===== src/hdl/pip_pkg.sv =====
package pip_pkg;

  localparam int MAX_VERTICES_DEF = 1024;
  localparam int COORD_WIDTH_DEF  = 24;
  localparam int KIND_W           = 2;
  localparam int QUEUE_DEPTH      = 4;

  localparam logic [KIND_W-1:0] KIND_CLEAR  = 2'd0;
  localparam logic [KIND_W-1:0] KIND_APPEND = 2'd1;
  localparam logic [KIND_W-1:0] KIND_QUERY  = 2'd2;

  typedef enum logic [1:0] {
    OP_CLEAR,
    OP_APPEND,
    OP_QUERY
  } op_t;

  typedef struct packed {
    logic vld;
    logic rdy;
  } hs_t;

endpackage


===== src/hdl/pip_front.sv =====
module pip_front #(
  parameter int COORD_WIDTH = pip_pkg::COORD_WIDTH_DEF
) (
  input  logic                          clk,
  input  logic                          rst_n,
  input  logic                          in_vld,
  output logic                          in_rdy,
  input  logic [pip_pkg::KIND_W-1:0]    in_kind,
  input  logic [COORD_WIDTH-1:0]        in_x,
  input  logic [COORD_WIDTH-1:0]        in_y,
  input  logic                          pop,
  output pip_pkg::hs_t                  q_hs,
  output pip_pkg::op_t                  q_op,
  output logic [COORD_WIDTH-1:0]        q_x,
  output logic [COORD_WIDTH-1:0]        q_y
);
  import pip_pkg::*;

  localparam int PW = $clog2(QUEUE_DEPTH);

  op_t                    op_mem [QUEUE_DEPTH];
  logic [COORD_WIDTH-1:0] x_mem  [QUEUE_DEPTH];
  logic [COORD_WIDTH-1:0] y_mem  [QUEUE_DEPTH];
  logic [PW-1:0]          wr_ptr_r, rd_ptr_r;
  logic [PW:0]            cnt_r, cnt_nxt;
  logic                   push, do_pop, known;
  op_t                    op_dec;

  always_comb begin
    known  = 1'b1;
    op_dec = OP_CLEAR;
    unique case (in_kind)
      KIND_CLEAR:  op_dec = OP_CLEAR;
      KIND_APPEND: op_dec = OP_APPEND;
      KIND_QUERY:  op_dec = OP_QUERY;
      default:     known  = 1'b0;
    endcase
  end

  assign in_rdy  = (cnt_r != (PW+1)'(QUEUE_DEPTH));
  assign push    = in_vld && in_rdy && known;
  assign do_pop  = pop && (cnt_r != '0);
  assign cnt_nxt = cnt_r + (PW+1)'(push) - (PW+1)'(do_pop);

  always_ff @(posedge clk) begin
    if (!rst_n) begin
      wr_ptr_r <= '0;
      rd_ptr_r <= '0;
      cnt_r    <= '0;
    end else begin
      if (push)   wr_ptr_r <= wr_ptr_r + 1'b1;
      if (do_pop) rd_ptr_r <= rd_ptr_r + 1'b1;
      cnt_r <= cnt_nxt;
    end
  end

  always_ff @(posedge clk) begin
    if (push) begin
      op_mem[wr_ptr_r] <= op_dec;
      x_mem[wr_ptr_r]  <= in_x;
      y_mem[wr_ptr_r]  <= in_y;
    end
  end

  assign q_hs.vld = (cnt_r != '0);
  assign q_hs.rdy = pop;
  assign q_op     = op_mem[rd_ptr_r];
  assign q_x      = x_mem[rd_ptr_r];
  assign q_y      = y_mem[rd_ptr_r];

endmodule


===== config.mk =====
export PLATFORM = sky130hd
export DESIGN_NAME = pip_front
export DESIGN_NICKNAME = d
export VERILOG_FILES = /design/src/hdl/pip_pkg.sv /design/src/hdl/pip_front.sv
export SDC_FILE = /design/constraint.sdc
export NUM_CORES = 1
export LEC_CHECK = 0
export BUFFER_PORTS_ARGS = -buffer_cell sky130_fd_sc_hd__buf_2
export CAP_MARGIN = 20
export CORE_ASPECT_RATIO = 0.75
export CORE_MARGIN = 4
export CORE_UTILIZATION = 29
export DETAILED_ROUTE_END_ITERATION = 8
export SYNTH_ARGS = -nofsm -noshare
export SYNTH_HDL_FRONTEND = slang
export SYNTH_SLANG_ARGS = --single-unit

===== constraint.sdc =====
create_clock -name clk -period 3.2 [get_ports clk]
set_input_delay 0.32 -clock clk [delete_from_list [all_inputs] [get_ports clk]]
set_output_delay 0.32 -clock clk [all_outputs]
set_load 0.03 [all_outputs]

==> results of run 1 <==
[worst max-delay path by stage]
stage,from,to,slack (ps),cells after the start
2_1_floorplan,cnt_r[1]$_SDFF_PN0_,op_mem[0][0]$_DFFE_PP_,700,3
6_report,flop,q_op[0],660,3
4_1_cts,flop,q_op[0],550,3
3_5_place_dp,cnt_r[1]$_SDFF_PN0_,cnt_r[2]$_SDFF_PN0_,700,10
3_3_place_gp,cnt_r[1]$_SDFF_PN0_,cnt_r[2]$_SDFF_PN0_,830,10
5_1_grt,flop,q_op[0],480,3
[sequential cells by signal, summed over array words and instances (netlist names), named ones only]
signal,cells
cnt_r,3
op_mem,8
rd_ptr_r,2
wr_ptr_r,2
x_mem,96
y_mem,96
[critical path, delay by kind of cell (launching register included)]
kind / cells / cell delay, ps
flip-flops: 1 / 650
multiplexers: 1 / 560
buffers and inverters: 2 / 500
[routing by layer]
metal,wire length (µm),share of wire (%),vias up
li1,-,-,1567
met1,6316,43,1849
met2,7175,49,79
met3,730,5.0,24
met4,331,2.3,2
met5,20,0.14,-
[logic make-up after synthesis]
group,count (synthesis),synth area share [%]
XOR/XNOR,4,0.4522
adder cells (fa/ha/maj),7,1.227
flip-flops,209,79.83
buffers and inverters,21,1.728
multiplexers,52,14.79
AO/OA/AOI/OAI,3,0.5814
AND/OR/NAND/NOR,19,1.389
[stage by stage]
| stage | hold slack [ps] | setup WS, ps |
|---|---|---|
| 2_1_floorplan | 418.9 | 700.8 |
| 6_report | 42.22 | 658.5 |
| 5_1_grt | 11.65 | 483.5 |
| 3_3_place_gp | 480.1 | 830.8 |
| 4_1_cts | 9.750 | 549.8 |
| 3_5_place_dp | 501.5 | 699.9 |
[layout by cell type, fill, tap and decap left out, types with 5 or more instances in the layout]
cell | Yosys | routed
sky130_fd_sc_hd__ha_1 | 6 | 6
sky130_fd_sc_hd__buf_4 | 1 | 11
sky130_fd_sc_hd__mux4_2 | 50 | 50
sky130_fd_sc_hd__clkbuf_16 | 0 | 23
sky130_fd_sc_hd__dfxtp_1 | 9 | 7
sky130_fd_sc_hd__clkinv_1 | 0 | 5
sky130_fd_sc_hd__edfxtp_1 | 200 | 200
sky130_fd_sc_hd__inv_1 | 7 | 7
sky130_fd_sc_hd__nand2_1 | 5 | 5
sky130_fd_sc_hd__buf_2 | 5 | 106
[Yosys cell counts]
master,instances,area [µm²]
sky130_fd_sc_hd__a221oi_4,1,26.28
sky130_fd_sc_hd__and2_1,8,50.05
sky130_fd_sc_hd__buf_1,1,3.750
sky130_fd_sc_hd__buf_2,5,25.02
sky130_fd_sc_hd__buf_4,1,7.510
sky130_fd_sc_hd__buf_6,6,67.56
sky130_fd_sc_hd__clkbuf_1,1,3.750
sky130_fd_sc_hd__dfxtp_1,9,180.2
sky130_fd_sc_hd__edfxtp_1,200,6006
sky130_fd_sc_hd__fa_1,1,20.02
sky130_fd_sc_hd__ha_1,6,75.07
sky130_fd_sc_hd__inv_1,7,26.28
sky130_fd_sc_hd__mux2i_1,2,20.02
sky130_fd_sc_hd__mux4_2,50,1126
sky130_fd_sc_hd__nand2_1,5,18.77
sky130_fd_sc_hd__nor2_2,1,6.260
sky130_fd_sc_hd__nor2b_1,4,25.02
sky130_fd_sc_hd__o311ai_1,1,8.760
sky130_fd_sc_hd__o31a_2,1,10.01
sky130_fd_sc_hd__or3_2,1,7.510
sky130_fd_sc_hd__xnor2_1,3,26.28
sky130_fd_sc_hd__xor2_1,1,8.760
[power groups by stage]
stage / Combinational (mW) / Clock (mW) / Sequential [mW]
5_1_grt: 2.00 / 2.76 / 3.41
2_1_floorplan: 1.49 / 0 / 3.34
6_report: 1.88 / 2.55 / 3.38
3_3_place_gp: 1.90 / 0 / 3.43
3_5_place_dp: 1.92 / 0 / 3.45
4_1_cts: 1.93 / 2.64 / 3.39
[layout make-up]
cell class                 count  area (µm²)  area share (%)
clock buffer                  27       600.6           6.353
clock inverter                12       138.9           1.469
inverter                       7       26.28          0.2779
multi-input combinational     85        1434           15.17
sequential                   209        6191           65.48
tap                          344       430.4           4.553
timing repair buffer         118       633.1           6.697
==> results.tsv, run 1 <==
metric	value	unit
worst reg2reg setup slack	710	ps
worst max-slew margin expressed relative to the limit	68.19	%
met3 routing resource usage after global routing	2.633	%
overall fraction of global-route tracks in use	9.786	%
GR peak layer	met2	
unique cell type count in the Yosys netlist	22	
clock insertion delay at the later pin of the skew report	490	ps
global-route track usage on met1	12.72	%
sequential cell fraction of total power	43.2	%
Post-DP Area	0.008715	mm²
Total Negative Setup Slacks	0	ps
fraction of layout cells with a size suffix above 1	45.63	%
Via-to-Cell Ratio	4.390	
element type at the critical path end	primary output	
worst r2r src	cnt_r[1]$_SDFF_PN0_	
initial cell density of the core	29.62	%
worst endpoint data arrival time	2220	ps
worst flop-to-flop path endpoint	cnt_r[2]$_SDFF_PN0_	
core outline area	0.02616	mm²
sink of the worst hold path	y_mem[0][4]$_DFFE_PP_	
post-route core utilization	36.14	%
NetSw	2.261	mW
maximum number of pins on one net before global-route repair	30	
worst hold path startpoint	in_y[4]	
layout-stage area growth over the synthesis result	22.01	%
TritonCTS clock tree	built	
GR met2 Demand/Resource	16.43	%
total number of vias	3521	
run status	finished, final reports clean	
CTS clock-pin slew for the worst setup and hold paths	60	ps
Crit path required time	2880	ps
kind of path behind the tightest hold check	primary input to flop	
final cell count without fillers	802	
Synth Register Bits	209	
biggest cell delay along the critical path	650	ps
chip width	196.8	µm
number of global-route vias before repair	3820	
Final Critical Period	2542	ps
Fmax achieved	393.5	MHz
drt first-iter violations	164	
count of port buffers added during placement	106	
GPL Wtd Cong	0.7142	
logic depth of the worst register-to-register path	10	
setup repair after global routing missed its margin	false	
number of max-cap violations	0	
number of placement rows	51	
Num CTS Buffers	22	
critical-path cell list	buf_12, mux4_2, buf_2	
number of slew-limit violations in the final report	0	
Filler Cells Inserted	2416	
Hold Buf Count CTS	0	
worst-case clock buffer depth	3	
diode insertion count for antenna repair	0	
Chip Height	149.6	µm
synthesized instance count	315	
startpoint types	flop	
number of nets in the synthesized netlist	376	
mean instance size in the synthesized netlist	24.60	µm²
part of the total power dissipated in combinational logic	24.1	%
count of buffers added by post-CTS timing repair for setup	0	
design area	0.009454	mm²
clock tree sinks	209	
number of design rule violations left after detail routing	0	
Congestion Overflow GR	0	
pin slew with the least headroom to its limit	477.1	ps
Critical Path Slowest Stage Cell	sky130_fd_sc_hd__dfxtp_4	
maximum level of the CTS H-tree	1	
Clock Root Buffer	sky130_fd_sc_hd__clkbuf_16	
final layout net count	504	
critical path class	flop to primary output	
Setup Skew	7.083	ps
total chip power	7.816	mW
P per Cell Area	826.8	mW/mm²
worst IR drop on VDD	390.6	µV
final cycle utilization of the critical path	79.42	%
maximum fanout along the worst path	23	
cells resized by post-CTS repair	0	
Top-Level Pins	107	
antenna viol nets, final	0	
proportion of synthesized chip area in sequential cells	79.83	%
number of antenna violations at the first check in global routing	1	
first-pass iteration count of the detailed router	4	
switching share of total power	28.92	%
global-route wire length before repair	22310	µm
internal power component	5.556	mW
total wire length	14570	µm
leak pwr	3.162	nW
WL per Instance	18.17	µm
endpoints failing hold	0	
mapped cell area	0.007749	mm²
HPWL after detailed placement	9361	µm
power share of the clock group	32.7	%
Syn. warnings	0	
number of cells on the worst hold path	1	
setup-violating endpoint count in the final report	0	
dpl cells	763	
die outline area	0.02943	mm²
No activity file was read; power rests on OpenSTA's default activity.
==> run 2: changes to the inputs <==
==> constraint.sdc (replaced) <==
create_clock -name clk -period 2.3 [get_ports clk]
set_input_delay 0.23 -clock clk [delete_from_list [all_inputs] [get_ports clk]]
set_output_delay 0.23 -clock clk [all_outputs]
set_load 0.03 [all_outputs]
==> run 2 against run 1 <==
Net effect:
- global-route usage grew 0.34 points
- clock skew grew 2.2 ps
- routed wire length grew 1.5%
- worst hold slack gained 28 ps
- final area grew 5.4%
- core utilization grew 1.9 points
- clock power grew 35%
==> results.tsv, run 2 (synthesis gave the netlist of run 1 again) <==
metric	value	unit
HPWL after detailed placement	8629	µm
final cycle utilization of the critical path	95.04	%
Chip Height	149.6	µm
Top-Level Pins	107	
Clock Root Buffer	sky130_fd_sc_hd__clkbuf_16	
final layout net count	550	
maximum fanout along the worst path	5	
initial cell density of the core	29.62	%
biggest cell delay along the critical path	370	ps
setup-violating endpoint count in the final report	0	
number of placement rows	51	
pre-CTS setup slack	-27.26	ps
leading cell type in the layout, fill and taps excluded	sky130_fd_sc_hd__edfxtp_1	
layout-stage area growth over the synthesis result	28.55	%
run status	finished, final reports clean	
family with the most delay on the worst path	adder cells	
clock insertion delay at the later pin of the skew report	490	ps
chip width	196.8	µm
number of slew-limit violations in the final report	0	
Fmax achieved	457.5	MHz
pin slew with the least headroom to its limit	503.5	ps
startpoint types	flop	
core outline area	0.02616	mm²
dpl cells	761	
worst IR drop on VDD	594.7	µV
worst-case clock buffer depth	3	
number of global-route vias before repair	4095	
Total Negative Setup Slacks	0	ps
Final Critical Period	2186	ps
buffers plus inverters on the worst setup path	2	
largest registers	x_mem: 96 flops, y_mem: 96 flops, op_mem: 8 flops	
most frequent cells in the layout	sky130_fd_sc_hd__edfxtp_1 (200), sky130_fd_sc_hd__buf_2 (106), sky130_fd_sc_hd__mux4_2 (50)	
antenna viol nets, final	0	
Congestion Overflow GR	0	
GPL Wtd Cong	0.6839	
maximum number of pins on one net before global-route repair	51	
WL per Instance	17.42	µm
count of buffers added by post-CTS timing repair for setup	0	
Worst Setup Slack, final	114.1	ps
count of port buffers added during placement	106	
kind of path behind the tightest hold check	primary input to flop	
CTS clock-pin slew for the worst setup and hold paths	60	ps
leak pwr	3.349	nW
element type at the critical path end	flop	
final cell count without fillers	849	
setup repair after global routing missed its margin	false	
die outline area	0.02943	mm²
total wire length	14790	µm
global-route wire length before repair	23290	µm
number of antenna violations at the first check in global routing	0	
maximum level of the CTS H-tree	1	
drt first-iter violations	110	
Setup Skew	9.263	ps
Critical Path Slowest Stage Cell	sky130_fd_sc_hd__dfxtp_4	
critical path class	flop to flop	
overall fraction of global-route tracks in use	10.12	%
endpoints failing hold	0	
Via-to-Cell Ratio	4.357	
clock tree sinks	209	
first-pass iteration count of the detailed router	4	
worst endpoint data arrival time	2570	ps
number of design rule violations left after detail routing	0	
diode insertion count for antenna repair	0	
Num CTS Buffers	22	
TritonCTS clock tree	built	
P per Cell Area	1091	mW/mm²
total number of vias	3699	
Crit path required time	2690	ps
Filler Cells Inserted	2422	
fraction of layout cells with a size suffix above 1	41.78	%
worst max-slew margin expressed relative to the limit	66.43	%
critical-path cell list	nor2_2, a221oi_4, inv_1, ha_1, inv_1, ha_1, fa_2, xor2_1, xnor2_1, and2_1	
post-route core utilization	38.07	%
number of max-cap violations	0	
==> run 2: through the flow <==
| stage | area (µm²) | power, mW | hold WS [ps] |
|---|---|---|---|
| CTS | 9955 | 11.13 | 35.81 |
| detailed placement | 8762 | 7.531 | 448.3 |
| floorplan | 7754 | 6.723 | 328.9 |
| finish | 9961 | 10.87 | 69.82 |
| global placement | 8762 | 7.473 | 438.6 |
| global route | 9961 | 11.41 | 50.34 |
==> run 2: path summary, 6_finish.rpt <==
kind / depth (start not counted) / end / start / slack, ps
hold / removal: 2 / flop / rst_n / 70
setup / recovery: 10 / cnt_r[2]$_SDFF_PN0_ / cnt_r[0]$_SDFF_PN0_ / 110
hold reg to reg: 2 / wr_ptr_r[0]$_SDFFE_PN0P_ / wr_ptr_r[0]$_SDFFE_PN0P_ / 510
setup reg to reg: 10 / cnt_r[2]$_SDFF_PN0_ / cnt_r[0]$_SDFF_PN0_ / 110
==> run 2: final cells by class <==
| class | count | area [µm²] | share of cell area, % |
|---|---|---|---|
| Clock inverter | 11 | 111.4 | 1.118 |
| Multi-Input combinational cell | 85 | 1436 | 14.42 |
| Inverter | 7 | 26.28 | 0.2638 |
| Clock buffer | 29 | 598.1 | 6.004 |
| Timing Repair Buffer | 164 | 1161 | 11.66 |
| Sequential cell | 209 | 6197 | 62.22 |
| Tap cell | 344 | 430.4 | 4.321 |
==> run 2: where the power goes <==
group | switching (mW) | total, mW | internal, mW
Combinational | 1.69 | 2.83 | 1.14
Sequential | 0.0997 | 4.61 | 4.51
Clock | 1.37 | 3.43 | 2.06
==> run 2: what timing repair did <==
action / 4_1_cts / 5_1_grt
hold buffers: 48 / 0
endpoints found under the hold margin: 192 / 0
endpoints found under the setup margin: 1 / 1
resized for setup: 2 / 3
==> run 2: worst register-to-register path, stage by stage, from the launching register on <==
cell	delay, ps
sky130_fd_sc_hd__dfxtp_4	370
sky130_fd_sc_hd__nor2_2	50
sky130_fd_sc_hd__a221oi_4	270
sky130_fd_sc_hd__inv_1	70
sky130_fd_sc_hd__ha_1	280
sky130_fd_sc_hd__inv_1	50
sky130_fd_sc_hd__ha_1	210
sky130_fd_sc_hd__fa_2	350
sky130_fd_sc_hd__xor2_1	160
sky130_fd_sc_hd__xnor2_1	130
sky130_fd_sc_hd__and2_1	150
==> run 2: metal layers <==
metal	track usage, %	vias to the layer above	part of all wire (%)
met1	13.76	1923	44
met3	2.588	25	5.0
li1	-	1667	-
met4	2.529	0	2.5
met5	0	-	0
met2	16.45	84	48
==> run 3: changes to the inputs <==
--- a/config.mk
+++ b/config.mk
@@ -11,6 +11,8 @@
 export CORE_MARGIN = 4
 export CORE_UTILIZATION = 29
 export DETAILED_ROUTE_END_ITERATION = 8
+export REMOVE_ABC_BUFFERS = 1
+export SLEW_MARGIN = 20
 export SYNTH_ARGS = -nofsm -noshare
 export SYNTH_HDL_FRONTEND = slang
 export SYNTH_SLANG_ARGS = --single-unit
==> run 3 against run 2 <==
Net effect:
- largest power group unchanged
- routed wire length rose by 3.3%
- clock-buffer cell count fell by 5
- die area did not move
- via count rose by 1.5%
- core utilization rose by 0.43 points
==> results.tsv, run 3 (synthesis gave the netlist of run 1 again) <==
metric	value	unit
run status	finished, final reports clean	
maximum number of pins on one net before global-route repair	27	
number of antenna violations at the first check in global routing	0	
drt first-iter violations	201	
number of max-cap violations	0	
worst r2r src	cnt_r[2]$_SDFF_PN0_	
power share of the clock group	32.0	%
count of buffers added by post-CTS timing repair for setup	0	
number of slew-limit violations in the final report	0	
WL per Instance	17.89	µm
overall fraction of global-route tracks in use	10.35	%
worst endpoint data arrival time	2590	ps
worst max-slew margin expressed relative to the limit	73.43	%
NetSw	3.187	mW
internal power component	7.808	mW
worst reg2reg setup slack	100	ps
antenna viol nets, final	0	
number of design rule violations left after detail routing	0	
element type at the critical path end	flop	
maximum fanout along the worst path	6	
Clock Root Buffer	sky130_fd_sc_hd__clkbuf_16	
pin slew with the least headroom to its limit	392.4	ps
diode insertion count for antenna repair	0	
core outline area	0.02616	mm²
endpoints failing hold	0	
TritonCTS clock tree	built	
startpoint types	flop	
crit path from	cnt_r[2]$_SDFF_PN0_	
total wire length	15280	µm
global-route wire length before repair	23870	µm
Total Negative Setup Slacks	0	ps
Setup Skew	10.70	ps
Via-to-Cell Ratio	4.398	
Congestion Overflow GR	0	
post-route core utilization	38.50	%
clock insertion delay at the later pin of the skew report	500	ps
switching share of total power	28.98	%
first-pass iteration count of the detailed router	4	
worst IR drop on VDD	604.2	µV
most frequent cells in the layout	sky130_fd_sc_hd__edfxtp_1 (200), sky130_fd_sc_hd__buf_2 (106), sky130_fd_sc_hd__mux4_2 (50)	
number of placement rows	51	
number of global-route vias before repair	4221	
worst-case clock buffer depth	3	
endpoint of the worst setup timing path	cnt_r[2]$_SDFF_PN0_	
final cycle utilization of the critical path	95.76	%
area of the multi-input gates	0.001434	mm²
layout-stage area growth over the synthesis result	30.00	%
GPL Wtd Cong	0.6922	
leak pwr	3.411	nW
sequential cell area in the final layout	0.006195	mm²
Top-Level Pins	107	
Fmax achieved	454.0	MHz
setup-violating endpoint count in the final report	0	
fraction of layout cells with a size suffix above 1	42.16	%
sequential cell fraction of total power	41.9	%
critical path class	flop to flop	
worst flop-to-flop path endpoint	cnt_r[2]$_SDFF_PN0_	
CTS clock-pin slew for the worst setup and hold paths	60	ps
Num CTS Buffers	22	
Filler Cells Inserted	2370	
initial cell density of the core	29.62	%
chip width	196.8	µm
Crit path required time	2690	ps
logic depth of the worst register-to-register path	8	
setup repair after global routing missed its margin	false	
largest registers	x_mem: 96 flops, y_mem: 96 flops, op_mem: 8 flops	
die outline area	0.02943	mm²
part of the total power dissipated in combinational logic	26.2	%
maximum level of the CTS H-tree	1	
clock tree sinks	209	
total number of vias	3756	
final layout net count	557	
Final Critical Period	2202	ps
kind of path behind the tightest hold check	primary input to flop	
leading cell type in the layout, fill and taps excluded	sky130_fd_sc_hd__edfxtp_1	
HPWL after detailed placement	9727	µm
P per Cell Area	1091	mW/mm²
count of port buffers added during placement	106	
Chip Height	149.6	µm
run 3: layer usage:
metal | vias up | track usage (%) | wire [µm]
met5 | - | 0 | 0
met4 | 0 | 2.564 | 316
met3 | 23 | 2.768 | 901
met2 | 95 | 16.64 | 7196
met1 | 1959 | 14.14 | 6863
li1 | 1679 | - | -
run 3: worst min path at each step:
stage            start                        to  slack (ps)  depth (start not counted)
2_1_floorplan  in_x[0]     x_mem[0][0]$_DFFE_PP_         330                          0
3_3_place_gp   in_y[4]     y_mem[0][4]$_DFFE_PP_         440                          1
3_5_place_dp   in_y[5]     y_mem[1][5]$_DFFE_PP_         450                          1
4_1_cts          rst_n  rd_ptr_r[0]$_SDFFE_PN0P_          40                          2
5_1_grt          rst_n  rd_ptr_r[0]$_SDFFE_PN0P_          60                          2
6_report         rst_n  rd_ptr_r[0]$_SDFFE_PN0P_          80                          2
run 3: final cells by class:
cell class / count / share of cell area, %
Clock inverter: 14 / 1.441
Multi-Input combinational cell: 85 / 14.23
Clock buffer: 24 / 5.751
Inverter: 7 / 0.2608
Timing Repair Buffer: 171 / 12.55
Sequential cell: 209 / 61.50
Tap cell: 344 / 4.273
run 3: repair_timing:
| item | in CTS | in global routing |
|---|---|---|
| resized for setup | 1 | 1 |
| hold buffers | 48 | 0 |
| pin swaps | 0 | 1 |
| endpoints found under the setup margin | 1 | 1 |
| endpoints found under the hold margin | 192 | 0 |
run 3: per-stage QoR:
| stage | power [mW] | std cells | hold WS [ps] | area, µm² | setup WS (ps) |
|---|---|---|---|---|---|
| 2_1_floorplan | 6.633 | 301 | 328.9 | 7641 | -858.3 |
| 3_3_place_gp | 7.516 | 768 | 437.3 | 8865 | 56.71 |
| 3_5_place_dp | 7.562 | 768 | 449.9 | 8865 | -18.15 |
| 4_1_cts | 11.21 | 854 | 44.39 | 10070 | 64.07 |
| 5_1_grt | 11.52 | 854 | 61.23 | 10070 | 24.05 |
| 6_report | 11.00 | 854 | 76.79 | 10070 | 97.51 |
run 3: critical path, stage by stage, from the launching register on:
cell	delay (ps)
sky130_fd_sc_hd__dfxtp_1	390
sky130_fd_sc_hd__o31a_2	400
sky130_fd_sc_hd__ha_1	280
sky130_fd_sc_hd__inv_1	40
sky130_fd_sc_hd__ha_1	180
sky130_fd_sc_hd__fa_1	370
sky130_fd_sc_hd__xor2_1	160
sky130_fd_sc_hd__xnor2_1	120
sky130_fd_sc_hd__and2_1	160
run 3: power groups by stage:
stage               combinational [mW]  sequential, mW  clock (mW)
finish                            2.88            4.60        3.51
global route                      3.09            4.62        3.80
CTS                               2.95            4.61        3.65
detailed placement                2.88            4.68           0
global placement                  2.86            4.66           0
floorplan                         1.78            4.85           0
